## config.mk

```make
export PLATFORM = sky130hd
export DESIGN_NAME = source_tokenizer_unit
export DESIGN_NICKNAME = d
export VERILOG_FILES = /design/src/sv/stu_pkg.sv /design/src/sv/stu_scan.sv /design/src/sv/stu_queue.sv /design/src/sv/source_tokenizer_unit.sv
export VERILOG_INCLUDE_DIRS = /design/src /design/src/sv
export SDC_FILE = /design/constraint.sdc
export NUM_CORES = 2
export LEC_CHECK = 0
export BUFFER_PORTS_ARGS = -buffer_cell sky130_fd_sc_hd__buf_2
export CORE_MARGIN = 10
export CORE_UTILIZATION = 25
export CTS_CLUSTER_SIZE = 16
export DETAILED_ROUTE_END_ITERATION = 8
export REMOVE_ABC_BUFFERS = 1
export SYNTH_ARGS = -nofsm -noshare
export SYNTH_HDL_FRONTEND = slang
export SYNTH_SLANG_ARGS = --single-unit
export TNS_END_PERCENT = 100
```

## constraint.sdc

```tcl
create_clock -name clk -period 18.95 [get_ports clk]
set_clock_uncertainty 0.15 [all_clocks]
set_input_delay 0.9475 -clock clk [delete_from_list [all_inputs] [get_ports clk]]
set_output_delay 0.9475 -clock clk [all_outputs]
set_load 0.005 [all_outputs]
```

## src/sv/source_tokenizer_unit_assert.svh

```systemverilog
// Assertion macros for the source tokenizer unit.
`ifndef SOURCE_TOKENIZER_UNIT_ASSERT_SVH
`define SOURCE_TOKENIZER_UNIT_ASSERT_SVH

// Check that a condition implies a consequence in the same cycle.
`define STU_ASSERT_IMP(lbl, a, c, msg) \
  lbl: assert property (@(posedge clk) disable iff (!rst_n) (a) |-> (c)) else $error(msg);

// Check that a condition implies a consequence in the next cycle.
`define STU_ASSERT_NXT(lbl, a, c, msg) \
  lbl: assert property (@(posedge clk) disable iff (!rst_n) (a) |=> (c)) else $error(msg);

`endif

```

## src/sv/stu_pkg.sv

```systemverilog
// Shared types, constants and character functions for the source tokenizer.
package stu_pkg;

  localparam int OFFSET_BITS = 24;
  localparam int LINE_BITS   = 16;
  localparam int COLUMN_BITS = 12;
  localparam int LEN_BITS    = 16;
  localparam int KIND_BITS   = 7;
  localparam int ERR_BITS    = 3;
  localparam int WBUF_DEPTH  = 9;
  localparam int Q_DEPTH     = 4;
  localparam int Q_AW        = $clog2(Q_DEPTH);

  localparam logic [KIND_BITS-1:0] K_IDENT  = 7'd30;
  localparam logic [KIND_BITS-1:0] K_DEC    = 7'd31;
  localparam logic [KIND_BITS-1:0] K_FLOAT  = 7'd35;
  localparam logic [KIND_BITS-1:0] K_DSTR   = 7'd36;
  localparam logic [KIND_BITS-1:0] K_SSTR   = 7'd37;
  localparam logic [KIND_BITS-1:0] K_OROR   = 7'd38;
  localparam logic [KIND_BITS-1:0] K_BAR    = 7'd39;
  localparam logic [KIND_BITS-1:0] K_ANDAND = 7'd40;
  localparam logic [KIND_BITS-1:0] K_AMP    = 7'd41;
  localparam logic [KIND_BITS-1:0] K_NE     = 7'd42;
  localparam logic [KIND_BITS-1:0] K_NOT    = 7'd43;
  localparam logic [KIND_BITS-1:0] K_LE     = 7'd44;
  localparam logic [KIND_BITS-1:0] K_LT     = 7'd45;
  localparam logic [KIND_BITS-1:0] K_GE     = 7'd46;
  localparam logic [KIND_BITS-1:0] K_GT     = 7'd47;
  localparam logic [KIND_BITS-1:0] K_EQEQ   = 7'd48;
  localparam logic [KIND_BITS-1:0] K_ASSIGN = 7'd49;
  localparam logic [KIND_BITS-1:0] K_PLUS   = 7'd50;
  localparam logic [KIND_BITS-1:0] K_ARROW  = 7'd51;
  localparam logic [KIND_BITS-1:0] K_MINUS  = 7'd52;
  localparam logic [KIND_BITS-1:0] K_STAR   = 7'd53;
  localparam logic [KIND_BITS-1:0] K_SLASH  = 7'd54;
  localparam logic [KIND_BITS-1:0] K_PCT    = 7'd55;
  localparam logic [KIND_BITS-1:0] K_COMMA  = 7'd56;
  localparam logic [KIND_BITS-1:0] K_DOT    = 7'd57;
  localparam logic [KIND_BITS-1:0] K_SEMI   = 7'd58;
  localparam logic [KIND_BITS-1:0] K_COLON  = 7'd59;
  localparam logic [KIND_BITS-1:0] K_LPAR   = 7'd60;
  localparam logic [KIND_BITS-1:0] K_RPAR   = 7'd61;
  localparam logic [KIND_BITS-1:0] K_LBRK   = 7'd62;
  localparam logic [KIND_BITS-1:0] K_RBRK   = 7'd63;
  localparam logic [KIND_BITS-1:0] K_LBRC   = 7'd64;
  localparam logic [KIND_BITS-1:0] K_RBRC   = 7'd65;
  localparam logic [KIND_BITS-1:0] K_EOF    = 7'd66;
  localparam logic [KIND_BITS-1:0] K_ERROR  = 7'd67;

  localparam logic [ERR_BITS-1:0] E_NONE    = 3'd0;
  localparam logic [ERR_BITS-1:0] E_ILLEGAL = 3'd1;
  localparam logic [ERR_BITS-1:0] E_BAD_EXP = 3'd2;
  localparam logic [ERR_BITS-1:0] E_TWO_EXP = 3'd3;
  localparam logic [ERR_BITS-1:0] E_SUFFIX  = 3'd4;
  localparam logic [ERR_BITS-1:0] E_UNTERM  = 3'd5;

  typedef struct packed {
    logic [KIND_BITS-1:0]   kind;
    logic [OFFSET_BITS-1:0] off;
    logic [LEN_BITS-1:0]    len;
    logic [LINE_BITS-1:0]   line;
    logic [COLUMN_BITS-1:0] col;
    logic [ERR_BITS-1:0]    err;
    logic                   last;
  } rec_t;

  typedef struct packed {
    logic [1:0] n;
    rec_t       rec0;
    rec_t       rec1;
  } push_t;

  function automatic logic is_digit(input logic [7:0] b);
    return b >= "0" && b <= "9";
  endfunction

  function automatic logic is_alpha(input logic [7:0] b);
    return (b >= "a" && b <= "z") || (b >= "A" && b <= "Z");
  endfunction

  function automatic logic is_xdigit(input logic [7:0] b);
    return is_digit(b) || (b >= "a" && b <= "f") || (b >= "A" && b <= "F");
  endfunction

  function automatic logic is_space(input logic [7:0] b);
    return b == " " || (b >= 8'd9 && b <= 8'd13);
  endfunction

  function automatic logic [LEN_BITS-1:0] len_inc(input logic [LEN_BITS-1:0] v);
    return (&v) ? v : v + 1'b1;
  endfunction

  // One-byte punctuation: valid bit then kind.
  function automatic logic [KIND_BITS:0] single_kind(input logic [7:0] b);
    logic [KIND_BITS:0] r;
    r = '0;
    unique case (b)
      "+": r = {1'b1, K_PLUS};
      "*": r = {1'b1, K_STAR};
      "%": r = {1'b1, K_PCT};
      ",": r = {1'b1, K_COMMA};
      ".": r = {1'b1, K_DOT};
      ";": r = {1'b1, K_SEMI};
      ":": r = {1'b1, K_COLON};
      "(": r = {1'b1, K_LPAR};
      ")": r = {1'b1, K_RPAR};
      "[": r = {1'b1, K_LBRK};
      "]": r = {1'b1, K_RBRK};
      "{": r = {1'b1, K_LBRC};
      "}": r = {1'b1, K_RBRC};
      default: r = '0;
    endcase
    return r;
  endfunction

  // Keyword text, right aligned and zero padded.
  function automatic logic [8*WBUF_DEPTH-1:0] kw_word(input logic [4:0] i);
    logic [8*WBUF_DEPTH-1:0] w;
    w = '0;
    unique case (i)
      5'd0:  w = "package";
      5'd1:  w = "struct";
      5'd2:  w = "this";
      5'd3:  w = "init";
      5'd4:  w = "inout";
      5'd5:  w = "public";
      5'd6:  w = "private";
      5'd7:  w = "protected";
      5'd8:  w = "let";
      5'd9:  w = "const";
      5'd10: w = "var";
      5'd11: w = "func";
      5'd12: w = "if";
      5'd13: w = "else";
      5'd14: w = "while";
      5'd15: w = "for";
      5'd16: w = "return";
      5'd17: w = "Int64";
      5'd18: w = "Int32";
      5'd19: w = "Int16";
      5'd20: w = "Int8";
      5'd21: w = "UInt64";
      5'd22: w = "UInt32";
      5'd23: w = "UInt16";
      5'd24: w = "UInt8";
      5'd25: w = "Float64";
      5'd26: w = "Float32";
      5'd27: w = "Float16";
      5'd28: w = "false";
      5'd29: w = "true";
      default: w = '0;
    endcase
    return w;
  endfunction

endpackage

```

## src/sv/stu_scan.sv

```systemverilog
// Front part: per-byte scanner that classifies bytes and forms token records.
module stu_scan import stu_pkg::*; (
  input  logic       clk,
  input  logic       rst_n,
  input  logic       acc,
  input  logic [7:0] b,
  output push_t      push
);

  localparam logic [3:0] S_IDLE  = 4'd0;
  localparam logic [3:0] S_OP    = 4'd1;
  localparam logic [3:0] S_LINE  = 4'd2;
  localparam logic [3:0] S_BLOCK = 4'd3;
  localparam logic [3:0] S_BSTAR = 4'd4;
  localparam logic [3:0] S_IDENT = 4'd5;
  localparam logic [3:0] S_STR   = 4'd6;
  localparam logic [3:0] S_ZERO  = 4'd7;
  localparam logic [3:0] S_DEC   = 4'd8;
  localparam logic [3:0] S_HEX   = 4'd9;
  localparam logic [3:0] S_BIN   = 4'd10;
  localparam logic [3:0] S_EXP0  = 4'd11;
  localparam logic [3:0] S_EXP   = 4'd12;

  localparam logic [1:0] B_DEC = 2'd0;
  localparam logic [1:0] B_OCT = 2'd1;
  localparam logic [1:0] B_HEX = 2'd2;
  localparam logic [1:0] B_BIN = 2'd3;

  logic [3:0]                    st_r, st_nxt;
  logic [7:0]                    pend_r, pend_nxt;
  logic [OFFSET_BITS-1:0]        tstart_r, tstart_nxt, off_r, off_nxt;
  logic [LINE_BITS-1:0]          tline_r, tline_nxt, line_r, line_nxt;
  logic [COLUMN_BITS-1:0]        tcol_r, tcol_nxt, col_r, col_nxt;
  logic [LEN_BITS-1:0]           tlen_r, tlen_nxt;
  logic [WBUF_DEPTH-1:0][7:0]    wbuf_r, wbuf_nxt;
  logic [3:0]                    flags_r, flags_nxt;
  logic                          stopped_r, stopped_nxt;

  logic                          v1, v2, disp, dec_c, endn, fail_c, restart, active;
  logic [ERR_BITS-1:0]           fcode;
  logic [KIND_BITS-1:0]          nkind, kwk;
  logic [KIND_BITS:0]            sk;
  logic [7:0]                    second;
  logic [KIND_BITS-1:0]          two_k, one_k;
  logic [8*WBUF_DEPTH-1:0]       cand;
  rec_t                          rec1, rec2, r0, r1;

  function automatic rec_t mk(input logic [KIND_BITS-1:0] k, input logic [OFFSET_BITS-1:0] o,
                              input logic [LEN_BITS-1:0] l, input logic [LINE_BITS-1:0] ln,
                              input logic [COLUMN_BITS-1:0] c, input logic [ERR_BITS-1:0] e);
    rec_t r;
    r.kind = k; r.off = o; r.len = l; r.line = ln; r.col = c; r.err = e; r.last = 1'b0;
    return r;
  endfunction

  // Keyword match over the buffered identifier prefix.
  always_comb begin
    cand = '0;
    kwk  = K_IDENT;
    if (tlen_r <= LEN_BITS'(WBUF_DEPTH)) begin
      for (int j = 0; j < WBUF_DEPTH; j++) begin
        if (j < int'(tlen_r)) cand[8*(int'(tlen_r)-1-j) +: 8] = wbuf_r[j];
      end
      for (int i = 29; i >= 0; i--) begin
        if (cand == kw_word(5'(i))) kwk = KIND_BITS'(i);
      end
    end
  end

  always_comb begin
    st_nxt = st_r; pend_nxt = pend_r; flags_nxt = flags_r; tlen_nxt = tlen_r;
    tstart_nxt = tstart_r; tline_nxt = tline_r; tcol_nxt = tcol_r;
    wbuf_nxt = wbuf_r; stopped_nxt = stopped_r;
    v1 = 1'b0; v2 = 1'b0; disp = 1'b0; dec_c = 1'b0; endn = 1'b0; fail_c = 1'b0;
    fcode = E_NONE; restart = 1'b0; rec1 = '0; rec2 = '0;
    second = 8'd0; two_k = K_SLASH; one_k = K_SLASH;
    nkind = flags_r[1] ? K_FLOAT : K_DEC + KIND_BITS'(flags_r[3:2]);
    sk = single_kind(b);

    unique case (st_r)
      S_OP: begin
        unique case (pend_r)
          "|": begin second = "|"; two_k = K_OROR;   one_k = K_BAR;    end
          "&": begin second = "&"; two_k = K_ANDAND; one_k = K_AMP;    end
          "!": begin second = "="; two_k = K_NE;     one_k = K_NOT;    end
          "<": begin second = "="; two_k = K_LE;     one_k = K_LT;     end
          ">": begin second = "="; two_k = K_GE;     one_k = K_GT;     end
          "=": begin second = "="; two_k = K_EQEQ;   one_k = K_ASSIGN; end
          "-": begin second = ">"; two_k = K_ARROW;  one_k = K_MINUS;  end
          default: begin second = 8'd0; two_k = K_SLASH; one_k = K_SLASH; end
        endcase
        if (pend_r == "/" && b == "/") st_nxt = S_LINE;
        else if (pend_r == "/" && b == "*") st_nxt = S_BLOCK;
        else if (pend_r != "/" && b == second) begin
          v1 = 1'b1; rec1 = mk(two_k, tstart_r, LEN_BITS'(2), tline_r, tcol_r, E_NONE);
          st_nxt = S_IDLE;
        end else begin
          v1 = 1'b1; rec1 = mk(one_k, tstart_r, LEN_BITS'(1), tline_r, tcol_r, E_NONE);
          disp = 1'b1;
        end
      end
      S_LINE: begin
        if (b == 8'h0a) st_nxt = S_IDLE;
        else if (b == 8'd0) disp = 1'b1;
      end
      S_BLOCK: begin
        if (b == "*") st_nxt = S_BSTAR;
        else if (b == 8'd0) disp = 1'b1;
      end
      S_BSTAR: begin
        if (b == "/") st_nxt = S_IDLE;
        else if (b == 8'd0) disp = 1'b1;
        else if (b != "*") st_nxt = S_BLOCK;
      end
      S_IDENT: begin
        if (is_alpha(b) || is_digit(b) || b == "_") begin
          if (tlen_r < LEN_BITS'(WBUF_DEPTH)) wbuf_nxt[tlen_r[3:0]] = b;
          tlen_nxt = len_inc(tlen_r);
        end else begin
          v1 = 1'b1; rec1 = mk(kwk, tstart_r, tlen_r, tline_r, tcol_r, E_NONE);
          disp = 1'b1;
        end
      end
      S_STR: begin
        if (b == pend_r) begin
          v1 = 1'b1;
          rec1 = mk((pend_r == "\"") ? K_DSTR : K_SSTR, tstart_r, len_inc(tlen_r),
                    tline_r, tcol_r, E_NONE);
          st_nxt = S_IDLE;
        end else if (b == 8'd0) begin
          fail_c = 1'b1; fcode = E_UNTERM;
        end else tlen_nxt = len_inc(tlen_r);
      end
      S_ZERO: begin
        if (b == "x" || b == "X") begin
          flags_nxt = {B_HEX, 2'b00}; st_nxt = S_HEX; tlen_nxt = len_inc(tlen_r);
        end else if (b == "b" || b == "B") begin
          flags_nxt = {B_BIN, 2'b00}; st_nxt = S_BIN; tlen_nxt = len_inc(tlen_r);
        end else if (b >= "0" && b <= "7") begin
          flags_nxt = {B_OCT, 2'b00}; st_nxt = S_DEC; tlen_nxt = len_inc(tlen_r);
        end else begin
          st_nxt = S_DEC; dec_c = 1'b1;
        end
      end
      S_DEC: dec_c = 1'b1;
      S_HEX: begin
        if (is_xdigit(b)) tlen_nxt = len_inc(tlen_r);
        else if (b == "." && !flags_r[0]) begin
          flags_nxt = flags_r | 4'b0001; tlen_nxt = len_inc(tlen_r);
        end else if (b == "p" || b == "P") begin
          flags_nxt = flags_r | 4'b0010; st_nxt = S_EXP0; tlen_nxt = len_inc(tlen_r);
        end else endn = 1'b1;
      end
      S_BIN: begin
        if (b == "0" || b == "1") tlen_nxt = len_inc(tlen_r);
        else endn = 1'b1;
      end
      S_EXP0: begin
        if (b == "+" || b == "-" || is_digit(b)) begin
          st_nxt = S_EXP; tlen_nxt = len_inc(tlen_r);
        end else begin
          fail_c = 1'b1; fcode = E_BAD_EXP;
        end
      end
      S_EXP: begin
        if (is_digit(b)) tlen_nxt = len_inc(tlen_r);
        else if ((flags_r[3:2] == B_HEX) ? (b == "p" || b == "P") : (b == "e" || b == "E"))
          begin fail_c = 1'b1; fcode = E_TWO_EXP; end
        else endn = 1'b1;
      end
      default: disp = 1'b1;
    endcase

    if (dec_c) begin
      if (is_digit(b)) tlen_nxt = len_inc(tlen_r);
      else if (b == "." && !flags_r[0]) begin
        flags_nxt = flags_r | 4'b0011; tlen_nxt = len_inc(tlen_r);
      end else if (b == "e" || b == "E") begin
        flags_nxt = flags_r | 4'b0010; st_nxt = S_EXP0; tlen_nxt = len_inc(tlen_r);
      end else endn = 1'b1;
    end

    if (endn) begin
      if (b == "f" || b == "F") begin
        if (flags_r[1]) begin
          v1 = 1'b1; rec1 = mk(nkind, tstart_r, len_inc(tlen_r), tline_r, tcol_r, E_NONE);
          st_nxt = S_IDLE;
        end else begin
          fail_c = 1'b1; fcode = E_SUFFIX;
        end
      end else begin
        v1 = 1'b1; rec1 = mk(nkind, tstart_r, tlen_r, tline_r, tcol_r, E_NONE);
        disp = 1'b1;
      end
    end

    if (fail_c) begin
      v1 = 1'b1; rec1 = mk(K_ERROR, tstart_r, len_inc(tlen_r), tline_r, tcol_r, fcode);
      stopped_nxt = 1'b1; st_nxt = S_IDLE;
    end

    // Start the next token with the current byte.
    if (disp) begin
      st_nxt = S_IDLE;
      if (b == 8'd0) begin
        v2 = 1'b1; rec2 = mk(K_EOF, off_r, '0, line_r, col_r, E_NONE);
        restart = 1'b1;
      end else if (!is_space(b)) begin
        tstart_nxt = off_r; tline_nxt = line_r; tcol_nxt = col_r; tlen_nxt = LEN_BITS'(1);
        if (sk[KIND_BITS]) begin
          v2 = 1'b1; rec2 = mk(sk[KIND_BITS-1:0], off_r, LEN_BITS'(1), line_r, col_r, E_NONE);
        end else if (b == "|" || b == "&" || b == "!" || b == "<" || b == ">" ||
                     b == "=" || b == "-" || b == "/") begin
          pend_nxt = b; st_nxt = S_OP;
        end else if (b == "\"" || b == "'") begin
          pend_nxt = b; st_nxt = S_STR;
        end else if (is_alpha(b) || b == "_") begin
          wbuf_nxt[0] = b; st_nxt = S_IDENT;
        end else if (b == "0") begin
          flags_nxt = '0; st_nxt = S_ZERO;
        end else if (is_digit(b)) begin
          flags_nxt = '0; st_nxt = S_DEC;
        end else begin
          v2 = 1'b1; rec2 = mk(K_ERROR, off_r, LEN_BITS'(1), line_r, col_r, E_ILLEGAL);
          stopped_nxt = 1'b1;
        end
      end
    end

    if (restart) begin
      off_nxt = '0; line_nxt = LINE_BITS'(1); col_nxt = COLUMN_BITS'(1);
    end else begin
      off_nxt = (&off_r) ? off_r : off_r + 1'b1;
      line_nxt = line_r;
      if (b == 8'h0a) begin
        line_nxt = (&line_r) ? line_r : line_r + 1'b1;
        col_nxt = COLUMN_BITS'(1);
      end else col_nxt = (&col_r) ? col_r : col_r + 1'b1;
    end

    // Pack results to the front and flag the final one.
    r0 = v1 ? rec1 : rec2;
    r1 = rec2;
    if (v1 && v2) r1.last = 1'b1;
    else r0.last = 1'b1;
    active = acc && !stopped_r;
    push.n = active ? 2'(v1) + 2'(v2) : 2'd0;
    push.rec0 = r0;
    push.rec1 = r1;
  end

  always_ff @(posedge clk) begin
    if (!rst_n) begin
      st_r <= S_IDLE; pend_r <= '0; tstart_r <= '0; off_r <= '0;
      line_r <= LINE_BITS'(1); col_r <= COLUMN_BITS'(1);
      flags_r <= '0; stopped_r <= 1'b0; tlen_r <= '0;
      tline_r <= LINE_BITS'(1); tcol_r <= COLUMN_BITS'(1);
    end else if (active) begin
      st_r <= st_nxt; pend_r <= pend_nxt; tstart_r <= tstart_nxt; off_r <= off_nxt;
      line_r <= line_nxt; col_r <= col_nxt; flags_r <= flags_nxt;
      stopped_r <= stopped_nxt; tlen_r <= tlen_nxt;
      tline_r <= tline_nxt; tcol_r <= tcol_nxt;
    end
  end

  always_ff @(posedge clk) begin
    if (active) wbuf_r <= wbuf_nxt;
  end

endmodule

```

## src/sv/stu_queue.sv

```systemverilog
// Back part: result queue taking up to two words a cycle, delivering one unless stalled.
module stu_queue import stu_pkg::*; (
  input  logic        clk,
  input  logic        rst_n,
  input  push_t       push,
  output logic        room,
  output logic [Q_AW:0] cnt,
  output logic        out_valid,
  input  logic        out_stall,
  output rec_t        out_rec
);

  rec_t              mem [Q_DEPTH];
  logic [Q_AW-1:0]   wp_r, wp_nxt, rp_r, rp_nxt;
  logic [Q_AW:0]     cnt_r, cnt_nxt;
  logic              pop;

  assign pop       = (cnt_r != '0) && !out_stall;
  assign out_valid = cnt_r != '0;
  assign out_rec   = mem[rp_r];
  assign room      = cnt_r <= (Q_AW+1)'(Q_DEPTH - 2);
  assign cnt       = cnt_r;

  always_comb begin
    wp_nxt  = wp_r + Q_AW'(push.n);
    rp_nxt  = rp_r + Q_AW'(pop);
    cnt_nxt = cnt_r + (Q_AW+1)'(push.n) - (Q_AW+1)'(pop);
  end

  always_ff @(posedge clk) begin
    if (push.n != 2'd0) mem[wp_r] <= push.rec0;
    if (push.n == 2'd2) mem[wp_r + 1'b1] <= push.rec1;
  end

  always_ff @(posedge clk) begin
    if (!rst_n) begin
      wp_r <= '0; rp_r <= '0; cnt_r <= '0;
    end else begin
      wp_r <= wp_nxt; rp_r <= rp_nxt; cnt_r <= cnt_nxt;
    end
  end

endmodule

```

## src/sv/source_tokenizer_unit.sv

```systemverilog
// Top level of the source tokenizer: scanner front, result queue back.
//
//  channel  direction  handshake               payload
//  in_      input      in_valid / in_stall     in_char_in
//  out_     output     out_valid / out_stall   token record fields, out_last_result
//
// One byte is scanned per cycle while in_stall is low. A byte may give two token
// words; the queue drains one word per cycle while out_stall is low, so a run of
// such bytes is held back by in_stall. in_stall rises when the 4-word queue
// cannot take two more words. After an error no further words come until reset.
// Reset is synchronous; the queue comes out of reset empty.
`include "source_tokenizer_unit_assert.svh"
module source_tokenizer_unit import stu_pkg::*; (
  input  logic                   clk,
  input  logic                   rst_n,
  input  logic                   in_valid,
  output logic                   in_stall,
  input  logic [7:0]             in_char_in,
  output logic                   out_valid,
  input  logic                   out_stall,
  output logic [KIND_BITS-1:0]   out_token_kind,
  output logic [OFFSET_BITS-1:0] out_start_offset,
  output logic [LEN_BITS-1:0]    out_token_length,
  output logic [LINE_BITS-1:0]   out_begin_line,
  output logic [COLUMN_BITS-1:0] out_begin_column,
  output logic [ERR_BITS-1:0]    out_error_code,
  output logic                   out_last_result
);

  push_t          push;
  rec_t           orec;
  logic           room, acc;
  logic [Q_AW:0]  qcnt;

  assign in_stall = !room;
  assign acc      = in_valid && room;

  stu_scan u_scan (
    .clk  (clk),
    .rst_n(rst_n),
    .acc  (acc),
    .b    (in_char_in),
    .push (push)
  );

  stu_queue u_queue (
    .clk      (clk),
    .rst_n    (rst_n),
    .push     (push),
    .room     (room),
    .cnt      (qcnt),
    .out_valid(out_valid),
    .out_stall(out_stall),
    .out_rec  (orec)
  );

  assign out_token_kind   = orec.kind;
  assign out_start_offset = orec.off;
  assign out_token_length = orec.len;
  assign out_begin_line   = orec.line;
  assign out_begin_column = orec.col;
  assign out_error_code   = orec.err;
  assign out_last_result  = orec.last;

  `STU_ASSERT_IMP(a_room_on_accept, acc, qcnt <= (Q_AW+1)'(Q_DEPTH - 2), "byte taken, no room")
  `STU_ASSERT_IMP(a_pair_last, push.n == 2'd2, !push.rec0.last && push.rec1.last, "bad last flag")
  `STU_ASSERT_IMP(a_no_push_idle, !acc, push.n == 2'd0, "word pushed without byte")
  `STU_ASSERT_NXT(a_cnt_bound, 1'b1, qcnt <= (Q_AW+1)'(Q_DEPTH), "queue overflow")

endmodule

```

==> metrics.txt <==
# TYPE chip_impl_metric gauge
chip_impl_info{name="status",value="finished, violations left"} 1
chip_impl_info{name="failing_checks",value="DRC"} 1
chip_impl_metric{name="synthesis.area_per_instance",unit="sq um"} 8.19
chip_impl_metric{name="netlist.area_leader.share",unit=""} 0.232
chip_impl_metric{name="drtPass1Iterations",unit=""} 9
chip_impl_metric{name="place_congestion",unit=""} 1.10
chip_impl_info{name="worst_setup_path_endpoint",value="u_queue.mem[3][73]"} 1
chip_impl_metric{name="initial_utilization",unit=""} 0.251
chip_impl_metric{name="dp_hpwl",unit="microns"} 172000
chip_impl_metric{name="coreArea",unit="sq mm"} 0.165
chip_impl_metric{name="flow.area_growth_from_synthesis",unit="%"} 12.7
chip_impl_metric{name="post_cts_resize_count",unit=""} 0
chip_impl_metric{name="yosysWarningCount",unit=""} 0
chip_impl_metric{name="grt_pass1_wl",unit="microns"} 325000
chip_impl_metric{name="slowest_delay",unit="ns"} 1.04
chip_impl_metric{name="storage_element_area",unit="sq mm"} 0.0139
chip_impl_info{name="rsz0062_at_grt",value="false"} 1
chip_impl_metric{name="achievable-frequency",unit="GHz"} 0.0928
chip_impl_metric{name="global_route.overflow_total",unit=""} 0
chip_impl_metric{name="port_buffers",unit=""} 92
chip_impl_info{name="cts-root-buf",value="sky130_fd_sc_hd__clkbuf_16"} 1
chip_impl_metric{name="p_int",unit="mW"} 2.46
chip_impl_metric{name="postCtsSetupRepairBufs",unit=""} 0
chip_impl_metric{name="fillCellCount",unit=""} 17814
chip_impl_metric{name="synth-compound-area-share",unit=""} 0.259
chip_impl_metric{name="vias_in_the_first_global_route",unit=""} 42487
chip_impl_info{name="crit-reg2reg-capture",value="u_queue.mem[3][73]"} 1
chip_impl_metric{name="relSlewSlack",unit=""} 0.149
chip_impl_metric{name="drive_above_1_share",unit=""} 0.113
chip_impl_metric{name="drt_iter0_markers",unit=""} 7038
chip_impl_info{name="dominant_combinational_cell_family_by_area_after_synthesis",value="simple AND/OR/NAND/NOR gates"} 1
chip_impl_metric{name="cts.hold.buffers_added",unit=""} 0
chip_impl_metric{name="ys_async_sr_fraction",unit=""} 0
chip_impl_metric{name="p_clk_frac",unit=""} 0.236
chip_impl_metric{name="p_leak",unit="nW"} 14.5
chip_impl_metric{name="yosys.cell_types.count",unit=""} 112
chip_impl_info{name="yosys.area.top_type",value="sky130_fd_sc_hd__edfxtp_1"} 1
chip_impl_metric{name="global_route.usage.total",unit=""} 0.240
chip_impl_metric{name="vias_per_cell",unit=""} 6.33
chip_impl_metric{name="worst-endpoint-required",unit="ns"} 19.18
chip_impl_metric{name="synth-simple-area-share",unit=""} 0.268
chip_impl_info{name="critical_path.reg2reg.startpoint",value="u_scan.tlen_r[2]"} 1
chip_impl_metric{name="drc_errors",unit=""} 1
chip_impl_metric{name="clk-insertion-delay-late",unit="ns"} 0.65
chip_impl_metric{name="antenna_found_initial",unit=""} 16
chip_impl_metric{name="clkSlewWorstSetupHoldPaths",unit="ns"} 0.06
chip_impl_metric{name="multiInputGateArea",unit="sq mm"} 0.0262
chip_impl_info{name="crit_path_end_kind",value="flop"} 1
chip_impl_metric{name="worstMarginPinSlew",unit="ns"} 1.27
chip_impl_metric{name="core.rowCount",unit=""} 149
chip_impl_metric{name="synth-seq-area-share",unit=""} 0.335
chip_impl_metric{name="yosys_register_bits",unit=""} 532
chip_impl_metric{name="synth_fa_ha_area_frac",unit=""} 0.00889
chip_impl_info{name="slowest_stage",value="sky130_fd_sc_hd__nor4bb_1"} 1
chip_impl_info{name="crit_path_start",value="u_scan.tlen_r[2]"} 1
chip_impl_metric{name="synth.mux.area_fraction",unit=""} 0.0529
chip_impl_metric{name="pin_count_of_the_biggest_net_entering_global_routing",unit=""} 75
chip_impl_metric{name="num_vias",unit=""} 46020
chip_impl_metric{name="pin_count",unit=""} 93
chip_impl_metric{name="ir_worst_vdd",unit="V"} 0.0000853
chip_impl_metric{name="power.density",unit="mW/mm^2"} 98.5
chip_impl_metric{name="post-layout-total-power",unit="mW"} 4.60
chip_impl_metric{name="hold_viol_final",unit=""} 0
chip_impl_metric{name="layout_worst_path_cycle_share",unit=""} 0.569
chip_impl_metric{name="route.final.wire_length",unit="microns"} 232000
chip_impl_metric{name="synth-edff-count",unit=""} 320
chip_impl_metric{name="rrSetupSlack",unit="ns"} 8.17
chip_impl_metric{name="endpoint_arrival_time_on_the_critical_path",unit="ns"} 11.01
chip_impl_metric{name="syn_area",unit="sq mm"} 0.0414
chip_impl_metric{name="vertical_die_dimension",unit="microns"} 427
chip_impl_metric{name="p_comb_frac",unit=""} 0.466
chip_impl_metric{name="cts_bufs_inserted",unit=""} 53
chip_impl_info{name="timing.hold.worst.class",value="reg2reg"} 1
chip_impl_info{name="tritoncts",value="done"} 1
chip_impl_metric{name="tns",unit="ns"} 0
chip_impl_info{name="start_kind",value="flop"} 1
chip_impl_metric{name="htree_levels",unit=""} 2
chip_impl_info{name="critPathMostFrequentCell",value="sky130_fd_sc_hd__buf_4"} 1
chip_impl_metric{name="power_switching",unit="mW"} 2.14
chip_impl_metric{name="max-clock-path-buffers",unit=""} 3
chip_impl_metric{name="reg2regPathDepth",unit=""} 26
chip_impl_metric{name="final_period_minus_worst_setup_slack",unit="ns"} 10.78
chip_impl_metric{name="ant_nets",unit=""} 0
chip_impl_metric{name="floorplan.die_area",unit="sq mm"} 0.182
chip_impl_metric{name="largest_fanout_on_the_critical_path",unit=""} 42
chip_impl_info{name="synthFlopType",value="sky130_fd_sc_hd__edfxtp_1"} 1
chip_impl_metric{name="chipWidth",unit="microns"} 427
chip_impl_metric{name="syn-instance-count",unit=""} 5057
chip_impl_metric{name="routedWlPerCell",unit="microns"} 31.9
chip_impl_metric{name="fin_util",unit=""} 0.283
chip_impl_metric{name="post_synth_xor_area_fraction",unit=""} 0.0371
chip_impl_metric{name="power_switching_share",unit=""} 0.465
chip_impl_metric{name="total_nets_final",unit=""} 5072
chip_impl_info{name="synth_top_cells_by_area",value="sky130_fd_sc_hd__edfxtp_1 (23%), sky130_fd_sc_hd__dfxtp_1 (10%), sky130_fd_sc_hd__nand2_1 (7.1%), sky130_fd_sc_hd__o21ai_0 (5.2%), sky130_fd_sc_hd__mux4_2 (4.3%)"} 1
chip_impl_info{name="timing.setup.critical_path_class",value="reg2reg"} 1
chip_impl_metric{name="final_max_slew_viol_count",unit=""} 0
chip_impl_metric{name="numClockSinks",unit=""} 532
chip_impl_metric{name="setup_viol",unit=""} 0
chip_impl_metric{name="max_cap_violations",unit=""} 0
chip_impl_metric{name="seqPwrFrac",unit=""} 0.298
[worst max-delay path: cells and delay by family, from the launching register on]
| family | cells | cell delay (ns) |
|---|---|---|
| AOI/OAI and AO/OA | 11 | 4.44 |
| xor gates and xnor gates | 2 | 0.41 |
| adders and majority gates | 1 | 0.33 |
| buffers and inverters | 4 | 1.41 |
| DFF | 1 | 0.37 |
| and+or+nand+nor | 8 | 3.37 |
[kinds of logic after synthesis]
logic type	after synthesis
xor+xnor	164
compound gates	1554
fa+ha+maj	29
flops	532
mux	118
simple gates	2245
buf+inv	415
[cell type report]
cell class / instances / share of cell area
tap: 2189 / 0.0587
sequential: 532 / 0.297
clock buffer: 64 / 0.0315
timing repair buffer: 265 / 0.0378
clock inverter: 36 / 0.00692
inverter: 70 / 0.00574
multi-input combinational: 4110 / 0.562
antenna: 9 / 0.000483
[state kept, by name, summed over array words and instances (netlist names), 12 cells and up]
signal	cells
u_scan.tcol_r	12
u_scan.col_r	12
u_scan.tstart_r	24
u_scan.tlen_r	16
u_scan.off_r	24
u_scan.line_r	16
u_scan.tline_r	16
u_queue.mem	316
u_scan.wbuf_r	72
[synthesized netlist by cell type, drive strengths merged, types with 39 or more instances]
cell and count:
nor2 357, dfxtp 212, nor2b 61, a21boi 73, a211oi 41, a22o 55, nand4 98, or2 43
a21oi 216, buf 76, edfxtp 320, inv 68, o211ai 42, xnor2 106, or4 39, clkbuf 269
a31oi 51, and2 91, and3 72, o21ai 458, xor2 51, a221oi 54, mux4 79, nand2 787
o22ai 60, nor3 218, nand3 166, nor4 110, or3 70
[worst min-delay path by stage]
stage	slack (ns)	cells past startpoint	endpoint	from
finish	0.30	2	u_queue.mem[2][34]	u_queue.mem[2][34]
global route	0.33	2	u_queue.mem[1][34]	u_queue.mem[1][34]
CTS	0.30	2	u_queue.mem[2][34]	u_queue.mem[2][34]
detailed placement	0.29	2	u_queue.mem[2][34]	u_queue.mem[2][34]
global placement	0.28	2	u_queue.mem[1][36]	u_queue.mem[1][36]
floorplan	0.27	2	u_queue.mem[2][33]	u_queue.mem[2][33]
[power groups by stage]
stage	clock network, mW	logic [mW]	registers (mW)
after global routing	1.14	2.18	1.38
after detailed placement	0	2.05	1.39
after floorplan	0	1.03	1.40
after CTS	1.10	2.06	1.37
after global placement	0	2.06	1.39
final	1.09	2.14	1.37
[layer usage]
layer  track usage  vias up  wire (microns)
met2         0.373     3178          101000
met3        0.0539      796           23700
met4         0.139       14           16400
li1              -    19436               -
met5             0        -              88
met1         0.306    22596           90600
[through the flow]
| stage | setup WS [ns] | hold slack [ns] | std cells | instance area (sq um) |
|---|---|---|---|---|
| after floorplan | 7.02 | 0.270 | 4712 | 40000 |
| after global placement | 8.57 | 0.279 | 7165 | 44800 |
| after detailed placement | 8.63 | 0.290 | 7166 | 44800 |
| after CTS | 8.52 | 0.305 | 7266 | 46600 |
| after global routing | 7.89 | 0.329 | 7271 | 46600 |
| final | 8.17 | 0.299 | 7275 | 46600 |
[cells in the final DEF (no fill, tap or decap), types with 40 or more instances in the layout]
cell                        netlist  layout
sky130_fd_sc_hd__xnor2_1        106     100
sky130_fd_sc_hd__a221oi_1        54      54
sky130_fd_sc_hd__and2_1          87      86
sky130_fd_sc_hd__a211oi_1        40      40
sky130_fd_sc_hd__a21oi_1        216     212
sky130_fd_sc_hd__xor2_1          51      50
sky130_fd_sc_hd__and3_1          72      72
sky130_fd_sc_hd__edfxtp_1       320     320
sky130_fd_sc_hd__o21ai_0        427     427
sky130_fd_sc_hd__nor2_1         357     347
sky130_fd_sc_hd__a21boi_0        66      66
sky130_fd_sc_hd__clkbuf_16        0      56
sky130_fd_sc_hd__nand2_1        786     785
sky130_fd_sc_hd__o211ai_1        42      42
sky130_fd_sc_hd__nand3_1        166     166
sky130_fd_sc_hd__a31oi_1         51      51
sky130_fd_sc_hd__inv_1           67      63
sky130_fd_sc_hd__a22o_1          55      55
sky130_fd_sc_hd__nor4_1         101      96
sky130_fd_sc_hd__mux4_2          79      79
sky130_fd_sc_hd__dfxtp_1        212     210
sky130_fd_sc_hd__nand4_1         98      98
sky130_fd_sc_hd__nor2b_1         61      61
sky130_fd_sc_hd__or3_1           68      68
sky130_fd_sc_hd__buf_4            1     174
sky130_fd_sc_hd__nor3_1         215     212
sky130_fd_sc_hd__o22ai_1         60      60
sky130_fd_sc_hd__buf_2           38      91
No activity file was read; power rests on OpenSTA's default activity.
